File: config.mk
export PLATFORM = sky130hd
export DESIGN_NAME = chacha20_stream_xor
export DESIGN_NICKNAME = d
export VERILOG_FILES = /design/src/sv/chacha_pkg.sv /design/src/sv/chacha20_stream_xor.sv
export SDC_FILE = /design/constraint.sdc
export NUM_CORES = 2
export LEC_CHECK = 0
export BUFFER_PORTS_ARGS = -buffer_cell sky130_fd_sc_hd__buf_2
export CAP_MARGIN = 20
export CORE_MARGIN = 8
export CORE_UTILIZATION = 24
export CTS_BUF_LIST = sky130_fd_sc_hd__clkbuf_4 sky130_fd_sc_hd__clkbuf_8 sky130_fd_sc_hd__clkbuf_16
export CTS_CLUSTER_SIZE = 12
export DETAILED_ROUTE_END_ITERATION = 8
export PLACE_DENSITY = 0.37
export SLEW_MARGIN = 20
export SYNTH_ARGS = -nofsm -noshare
export SYNTH_HDL_FRONTEND = slang
export SYNTH_SLANG_ARGS = --single-unit
File: constraint.sdc
create_clock -name clk_i -period 17.7 [get_ports clk_i]
set_input_delay 3.54 -clock clk_i [delete_from_list [all_inputs] [get_ports clk_i]]
set_output_delay 3.54 -clock clk_i [all_outputs]
set_load 0.01 [all_outputs]
File: src/sv/chacha_pkg.sv
// shared types, constants and helpers of the chacha20 stream xor block
`timescale 1ns / 1ps

package chacha_pkg;

  // block geometry
  localparam int unsigned BlockWords   = 16;
  localparam int unsigned BlockBytes   = 64;
  localparam int unsigned DoubleRounds = 10;
  // two half quarter-rounds per quarter, eight quarters per double round
  localparam int unsigned HalfSteps    = 16;
  localparam int unsigned RoundCycles  = DoubleRounds * HalfSteps;

  // "expand 32-byte k"
  localparam logic [31:0] Sigma [4] = '{
    32'h61707865, 32'h3320646e, 32'h79622d32, 32'h6b206574
  };

  // sequencer states
  typedef enum logic [2:0] {
    ST_IDLE,
    ST_LOAD,
    ST_ROUND,
    ST_FINAL,
    ST_READ,
    ST_OUT
  } state_e;

  // register indexes on the configuration port
  typedef enum logic [2:0] {
    REG_KEY_01    = 3'd0,
    REG_KEY_23    = 3'd1,
    REG_KEY_45    = 3'd2,
    REG_KEY_67    = 3'd3,
    REG_NONCE_01  = 3'd4,
    REG_NONCE_2   = 3'd5,
    REG_START_CTR = 3'd6
  } reg_idx_e;

  // rotate left, called with constant amounts only
  function automatic logic [31:0] rotl(input logic [31:0] v, input int unsigned s);
    return (v << s) | (v >> (32 - s));
  endfunction

endpackage

File: src/sv/chacha20_stream_xor.sv
// byte-serial chacha20 keystream xor with a shared half quarter-round unit
`timescale 1ns / 1ps

// channel   | dir | handshake                | beat payload
// ----------+-----+--------------------------+---------------------------
// in        | in  | in_valid_i / in_ready_o  | data_byte_i, first_i
// out       | out | out_valid_o / out_ready_i| out_byte_o
// apb       | in  | psel, penable / pready   | paddr, pwdata, prdata
//
// a byte from the current keystream block goes through accept and output load.
// a byte that opens a block (first_i, or 64 bytes used) goes through accept,
// load, the rounds on the shared half quarter-round unit, the final adds
// one word a cycle into the keystream memory, a read, and output load.
// the output register lets the next beat in while a result waits to be taken.
// reset: asynchronous, active low; no keystream block held, block counter zero.

module chacha20_stream_xor (
  input  logic        clk_i,
  input  logic        rst_ni,
  // apb configuration port
  input  logic        psel,
  input  logic        penable,
  input  logic        pwrite,
  input  logic [5:0]  paddr,
  input  logic [63:0] pwdata,
  output logic [63:0] prdata,
  output logic        pready,
  // input stream
  input  logic        in_valid_i,
  output logic        in_ready_o,
  input  logic [7:0]  data_byte_i,
  input  logic        first_i,
  // output stream
  output logic        out_valid_o,
  input  logic        out_ready_i,
  output logic [7:0]  out_byte_o
);

  // configuration registers
  logic [63:0] key01_q, key23_q, key45_q, key67_q, nonce01_q;
  logic [31:0] nonce2_q, start_ctr_q;
  logic        cfg_wr;

  // sequencer and stream state
  chacha_pkg::state_e state_q, state_d;
  logic [7:0]  cyc_q, cyc_d;
  logic [6:0]  pos_q, pos_d;
  logic [31:0] ctr_q, ctr_d;
  logic [7:0]  data_q, data_d;
  logic        out_valid_q, out_valid_d;
  logic [7:0]  out_byte_q, out_byte_d;

  // working words and keystream memory
  logic [31:0] w_q [chacha_pkg::BlockWords];
  logic [31:0] w_d [chacha_pkg::BlockWords];
  logic [31:0] w_rnd [chacha_pkg::BlockWords];
  logic [31:0] w_nx [chacha_pkg::BlockWords];
  logic [31:0] init_w [chacha_pkg::BlockWords];
  logic [31:0] ks_mem [chacha_pkg::BlockWords];
  logic [31:0] rd_q;
  logic [31:0] ks_word;
  logic        ks_we, rd_en;

  // quarter-round unit signals
  logic        diag, half;
  logic [31:0] va, vb, vc, vd, a1, b1, c1, d1;
  logic [3:0]  b_idx, c_idx, d_idx;

  // apb register file
  assign pready = 1'b1;
  assign cfg_wr = psel && penable && pwrite && pready;

  always_ff @(posedge clk_i or negedge rst_ni) begin
    if (!rst_ni) begin
      key01_q     <= '0;
      key23_q     <= '0;
      key45_q     <= '0;
      key67_q     <= '0;
      nonce01_q   <= '0;
      nonce2_q    <= '0;
      start_ctr_q <= 32'd1;
    end else if (cfg_wr) begin
      unique case (chacha_pkg::reg_idx_e'(paddr[5:3]))
        chacha_pkg::REG_KEY_01:    key01_q     <= pwdata;
        chacha_pkg::REG_KEY_23:    key23_q     <= pwdata;
        chacha_pkg::REG_KEY_45:    key45_q     <= pwdata;
        chacha_pkg::REG_KEY_67:    key67_q     <= pwdata;
        chacha_pkg::REG_NONCE_01:  nonce01_q   <= pwdata;
        chacha_pkg::REG_NONCE_2:   nonce2_q    <= pwdata[31:0];
        chacha_pkg::REG_START_CTR: start_ctr_q <= pwdata[31:0];
        default: ;
      endcase
    end
  end

  // register readback
  always_comb begin
    unique case (chacha_pkg::reg_idx_e'(paddr[5:3]))
      chacha_pkg::REG_KEY_01:    prdata = key01_q;
      chacha_pkg::REG_KEY_23:    prdata = key23_q;
      chacha_pkg::REG_KEY_45:    prdata = key45_q;
      chacha_pkg::REG_KEY_67:    prdata = key67_q;
      chacha_pkg::REG_NONCE_01:  prdata = nonce01_q;
      chacha_pkg::REG_NONCE_2:   prdata = {32'd0, nonce2_q};
      chacha_pkg::REG_START_CTR: prdata = {32'd0, start_ctr_q};
      default:                   prdata = '0;
    endcase
  end

  // block input words
  always_comb begin
    init_w[0]  = chacha_pkg::Sigma[0];
    init_w[1]  = chacha_pkg::Sigma[1];
    init_w[2]  = chacha_pkg::Sigma[2];
    init_w[3]  = chacha_pkg::Sigma[3];
    init_w[4]  = key01_q[31:0];
    init_w[5]  = key01_q[63:32];
    init_w[6]  = key23_q[31:0];
    init_w[7]  = key23_q[63:32];
    init_w[8]  = key45_q[31:0];
    init_w[9]  = key45_q[63:32];
    init_w[10] = key67_q[31:0];
    init_w[11] = key67_q[63:32];
    init_w[12] = ctr_q;
    init_w[13] = nonce01_q[31:0];
    init_w[14] = nonce01_q[63:32];
    init_w[15] = nonce2_q;
  end

  // shared half quarter-round unit on fixed taps: column 0,4,8,12 or diagonal 0,5,10,15
  assign diag  = cyc_q[3];
  assign half  = cyc_q[0];
  assign b_idx = diag ? 4'd5  : 4'd4;
  assign c_idx = diag ? 4'd10 : 4'd8;
  assign d_idx = diag ? 4'd15 : 4'd12;

  always_comb begin
    va = w_q[0];
    vb = diag ? w_q[5]  : w_q[4];
    vc = diag ? w_q[10] : w_q[8];
    vd = diag ? w_q[15] : w_q[12];
    a1 = va + vb;
    d1 = half ? chacha_pkg::rotl(vd ^ a1, 8) : chacha_pkg::rotl(vd ^ a1, 16);
    c1 = vc + d1;
    b1 = half ? chacha_pkg::rotl(vb ^ c1, 7) : chacha_pkg::rotl(vb ^ c1, 12);
  end

  // write back the taps, then after a full quarter rotate each row left by one word
  always_comb begin
    w_rnd        = w_q;
    w_rnd[0]     = a1;
    w_rnd[b_idx] = b1;
    w_rnd[c_idx] = c1;
    w_rnd[d_idx] = d1;
    for (int r = 0; r < 4; r++) begin
      for (int j = 0; j < 4; j++) begin
        w_nx[r*4 + j] = half ? w_rnd[r*4 + ((j + 1) % 4)] : w_rnd[r*4 + j];
      end
    end
  end

  // final add of the input words, one word a cycle from the head of the shift
  assign ks_word = w_q[0] + init_w[cyc_q[3:0]];

  // sequencer: next state and datapath control
  always_comb begin
    state_d     = state_q;
    cyc_d       = cyc_q;
    pos_d       = pos_q;
    ctr_d       = ctr_q;
    data_d      = data_q;
    w_d         = w_q;
    out_byte_d  = out_byte_q;
    out_valid_d = out_valid_q && !out_ready_i;
    ks_we       = 1'b0;
    rd_en       = 1'b0;
    in_ready_o  = 1'b0;
    unique case (state_q)
      chacha_pkg::ST_IDLE: begin
        in_ready_o = 1'b1;
        rd_en      = 1'b1;
        if (in_valid_i) begin
          data_d = data_byte_i;
          if (first_i) begin
            ctr_d = start_ctr_q;
          end
          state_d = (first_i || pos_q[6]) ? chacha_pkg::ST_LOAD : chacha_pkg::ST_OUT;
        end
      end
      chacha_pkg::ST_LOAD: begin
        w_d     = init_w;
        cyc_d   = '0;
        state_d = chacha_pkg::ST_ROUND;
      end
      chacha_pkg::ST_ROUND: begin
        w_d = w_nx;
        if (cyc_q == 8'(chacha_pkg::RoundCycles - 1)) begin
          cyc_d   = '0;
          state_d = chacha_pkg::ST_FINAL;
        end else begin
          cyc_d = cyc_q + 8'd1;
        end
      end
      chacha_pkg::ST_FINAL: begin
        ks_we = 1'b1;
        for (int i = 0; i < chacha_pkg::BlockWords - 1; i++) begin
          w_d[i] = w_q[i + 1];
        end
        if (cyc_q[3:0] == 4'(chacha_pkg::BlockWords - 1)) begin
          cyc_d   = '0;
          ctr_d   = ctr_q + 32'd1;
          pos_d   = '0;
          state_d = chacha_pkg::ST_READ;
        end else begin
          cyc_d = cyc_q + 8'd1;
        end
      end
      chacha_pkg::ST_READ: begin
        rd_en   = 1'b1;
        state_d = chacha_pkg::ST_OUT;
      end
      chacha_pkg::ST_OUT: begin
        if (!out_valid_q || out_ready_i) begin
          out_byte_d  = data_q ^ rd_q[{pos_q[1:0], 3'b000} +: 8];
          out_valid_d = 1'b1;
          pos_d       = pos_q + 7'd1;
          state_d     = chacha_pkg::ST_IDLE;
        end
      end
      default: state_d = chacha_pkg::ST_IDLE;
    endcase
  end

  // state register
  always_ff @(posedge clk_i or negedge rst_ni) begin
    if (!rst_ni) begin
      state_q <= chacha_pkg::ST_IDLE;
    end else begin
      state_q <= state_d;
    end
  end

  // control registers
  always_ff @(posedge clk_i or negedge rst_ni) begin
    if (!rst_ni) begin
      cyc_q       <= '0;
      pos_q       <= 7'(chacha_pkg::BlockBytes);
      ctr_q       <= '0;
      out_valid_q <= 1'b0;
    end else begin
      cyc_q       <= cyc_d;
      pos_q       <= pos_d;
      ctr_q       <= ctr_d;
      out_valid_q <= out_valid_d;
    end
  end

  // payload registers
  always_ff @(posedge clk_i) begin
    data_q     <= data_d;
    out_byte_q <= out_byte_d;
    w_q        <= w_d;
  end

  // keystream memory, one word written and one read per cycle
  always_ff @(posedge clk_i) begin
    if (ks_we) begin
      ks_mem[cyc_q[3:0]] <= ks_word;
    end
    if (rd_en) begin
      rd_q <= ks_mem[pos_q[5:2]];
    end
  end

  assign out_valid_o = out_valid_q;
  assign out_byte_o  = out_byte_q;

`ifndef SYNTH
  // an accepted beat goes either to block generation or straight to output
  a_accept_path: assert property (@(posedge clk_i) disable iff (!rst_ni)
    in_valid_i && in_ready_o |=>
      (state_q == chacha_pkg::ST_LOAD || state_q == chacha_pkg::ST_OUT))
    else $error("accepted beat took an unexpected path");

  // a finished block restarts the position and advances the counter
  a_block_done: assert property (@(posedge clk_i) disable iff (!rst_ni)
    state_q == chacha_pkg::ST_FINAL && cyc_q[3:0] == 4'(chacha_pkg::BlockWords - 1) |=>
      pos_q == 7'd0 && ctr_q == 32'($past(ctr_q) + 32'd1))
    else $error("block end did not update position and counter");

  // a result beat is only produced from the output state
  a_out_source: assert property (@(posedge clk_i) disable iff (!rst_ni)
    $rose(out_valid_o) |-> $past(state_q) == chacha_pkg::ST_OUT)
    else $error("result raised outside the output state");

  // position never runs past one block
  a_pos_range: assert property (@(posedge clk_i) disable iff (!rst_ni)
    state_q == chacha_pkg::ST_OUT |-> !pos_q[6])
    else $error("byte read without a valid keystream block");
`endif

endmodule

==> impl_results.md <==
- Post-route setup TNS: 0 ps
- Post-Syn Instances: around 6400
- Ports: between 150 and 200
- Cts hold-fix bufs: 0
- Layout area overhead: 15.91%
- CTS tree: yes
- CP startpoint kind: input pin
- Final Setup Violations: 0
- Post-CTS Resized: 0
- Mux share of post-synthesis cell area: between 10% and 20%
- Initial Util: 24.12%
- Rows: 210
- Gpl congestion: between 0.9 and 1
- Tot GR Track Use: roughly 22%
- First-pass GRT wire length: 526100 um
- Hold Fails Final Rpt: 0
- Clk sinks: around 1500
- Syn_nets: approximately 6600
- Register area share after synthesis: 54.59%
- Relative slew slack: 9.305%
- DR vias/cell: 5.460
- Nets: between 6000 and 7000
- Post-synthesis cell type count: a little over 100
- CP max FO: 20
- Final period utilization: between 50% and 60%
- CP max stage delay: around 600 ps
- Worst hold path type: reg -> reg
- Top FF cell, synth: edfxtp_1
- FILL cells: about 34000
- Worst Tran Pin Value: ~1400 ps
- Worst clock skew: ~48 ps
- Clk_lat worst skew: about 870 ps
- Worst-path cell with the longest stage delay: and2_2
- Antenna-violating nets left: 0
- Chip height: 589.4 um
- Yosys warns: 0
- Final min period: about 10000 ps
- Critical-path cell list: buf_4 > buf_4 > nor2b_2 > buf_4 > and2_2 > buf_4 > a22oi_1 > o221ai_1 > buf_2
- Outcome: finished clean
- Clock transition at path regs: ~60 ps
- #FFs+latches synth: roughly 1500
- Final Max Slew Viols: 0
- Port bufs: around 160
- Post-Synth Simple-Gate Area: under 10%
- Die width: around 590 um
- Routed WL per cell: 35.41 um
- Largest family of logic cells by synthesized area: multiplexers
- RSZ-0062 raised after global routing: false
- XOR/XNOR Fraction of Synth Area: about 2.5%
- GR Overflow Total: 0
- WP data required: about 14000 ps
- Clk root buf: clkbuf_16
- Largest net degree at the start of global routing: ~150
- Fmax: around 96 MHz
- Area of the die: between 300000 and 400000 um^2
- DR DRC count: 0
- Final WL: 389100 um
- Router iterations before antenna repair: 6
- EDFF count, synth: between 1000 and 1500
- Post-synthesis compound-gate area fraction: ~14%
- Area of the mapped netlist: 78910 um^2
- Antenna violations before repair: about 50
- CP Data Arrival Time: 6840 ps
- Max-cap viol count: 0
- Vias: 59990
- DP HPWL: 271000 um
- Delay-heaviest family, CP: buffers and inverters
- Worst path buffer plus inverter count: 5
- CP Capture Type: output pin
- Setup CP Type: in -> out
- Area share of fa/ha/maj cells after synthesis: 1.709%
- Setup bufs post-CTS: 0
- Avg Inst Size Synth: 12.32 um^2
- Iter 0 DRT Violations: 7147
- H-tree levels: 4
- Vias in the first global route: 57420
- Max clock buf depth: 4
- Core Box Area: ~330000 um^2
- Synth async-reset ratio: between 20% and 30%
- TritonCTS buffer count: approximately 180
- CP most frequent cell: buf_4
- Layout cells sized above 1: a little under a quarter
state kept, by name, indices dropped and copies added (netlist names), 64 cells and up:
| register | cells |
|---|---|
| nonce01_q | 64 |
| key01_q | 64 |
| w_q | 480 |
| ks_mem | 512 |
| key45_q | 64 |
| key23_q | 64 |
| key67_q | 64 |
layer usage:
metal	global-route usage, %	vias up	share of wire (%)
met5	0	-	0.056
met2	33.43	2881	44
met4	8.105	34	4.6
met1	29.94	31580	44
li1	-	24810	-
met3	3.980	673	7.4
cell families (layout without fill, tap and decap cells):
group / after synthesis / count (layout)
and+or+nand+nor: 1396 / 1396
adders and majority gates: 106 / 106
muxes: 955 / 955
other: 1 / 14
AOI/OAI and AO/OA: 1693 / 1693
DFF: 1507 / 1507
buffers and inverters: 533 / 757
xor gates and xnor gates: 212 / 212
final timing paths:
kind / from / to / slack (ps) / cells after the start
setup / recovery: paddr[4] / prdata[8] / 7320 / 9
hold / removal: cyc_q[7] / cyc_q[7] / 530 / 2
setup reg to reg: cyc_q[3] / w_q[358] / 7820 / 25
hold reg to reg: cyc_q[7] / cyc_q[7] / 530 / 2
max in group asynchronous: rst_ni / key45_q[49] / 12110 / 4
min in group asynchronous: rst_ni / key23_q[35] / 2670 / 1
layout by cell type (no fill, tap or decap), types with 152 or more instances in the layout:
cell type  instances
edfxtp_1        1072
nand2_1          613
nor2_1           481
mux2_2           452
a21oi_1          443
dfrtp_1          424
o21ai_0          386
mux4_2           279
mux2i_1          223
buf_4            214
clkbuf_16        187
buf_2            152
cell usage after synthesis, drive strengths merged, types with 8 or more instances:
cell | number | area, um^2
a2111oi | 8 | 76.32
a211o | 10 | 87.58
a211oi | 74 | 560.5
a21o | 59 | 446.7
a21oi | 450 | 2275
a221o | 55 | 551.8
a221oi | 68 | 614.3
a222oi | 12 | 120.1
a22o | 63 | 551.8
a22oi | 63 | 483.0
a31oi | 99 | 625.6
and2 | 16 | 100.1
and3 | 47 | 302.8
buf | 116 | 500.5
clkbuf | 359 | 1358
dfrtp | 433 | 10840
edfxtp | 1072 | 32190
ha | 103 | 1289
inv | 56 | 210.2
mux2 | 452 | 5090
mux2i | 224 | 2255
mux4 | 279 | 6284
nand2 | 620 | 2327
nand2b | 16 | 100.1
nand3 | 58 | 300.3
nand4 | 11 | 68.82
nor2 | 514 | 1929
nor2b | 29 | 181.4
nor3 | 45 | 225.2
o211ai | 34 | 265.3
o21a | 34 | 255.2
o21ai | 408 | 2042
o21bai | 10 | 75.07
o221ai | 29 | 254.0
o22a | 40 | 350.3
o22ai | 109 | 681.9
o31ai | 11 | 92.58
or2 | 11 | 68.82
xnor2 | 111 | 972.2
xor2 | 95 | 854.6
stage by stage:
stage	setup WS [ps]	instances	hold slack [ps]	util, %	area, um^2
2_1_floorplan	5446	6403	490.4	-	78910
4_1_cts	7366	10970	541.7	27.93	91380
5_1_grt	7324	10970	554.5	27.95	91430
3_5_place_dp	7370	10650	527.3	26.15	85550
3_3_place_gp	7371	10650	517.8	26.14	85510
6_report	7315	10990	534.2	27.96	91470
worst register-to-register path: stages (launching register included):
cell and delay (ps):
dfrtp_4 670, buf_4 610, nand2_1 120, o21ai_0 440, ha_1 470, a21oi_2 270, nor4b_4 280, a22oi_2 130
a221o_2 450, a21o_2 220, a21oi_2 270, o21ba_2 280, xnor2_1 310, xor2_1 550, mux2i_1 170, ha_1 320
a211oi_1 360, o21ai_1 210, a211oi_1 440, o31a_1 350, nor4_2 130, o31ai_1 680, xor2_2 500, xor2_1 1030
o21ai_0 200, o21a_1 150
area by class of cell:
| cell class | instances | area, um^2 | area share [%] |
|---|---|---|---|
| clock inverter | 57 | 431.7 | 0.4719 |
| antenna | 13 | 32.53 | 0.03557 |
| sequential | 1507 | 43110 | 47.13 |
| clock buffer | 265 | 5390 | 5.893 |
| timing repair buffer | 379 | 2609 | 2.852 |
| inverter | 56 | 227.7 | 0.2490 |
| tap | 4346 | 5438 | 5.945 |
| multi-input combinational | 4363 | 34230 | 37.42 |
Power is not shown: default switching activity piles up to over one toggle a cycle in this logic, so the estimate is an artifact.
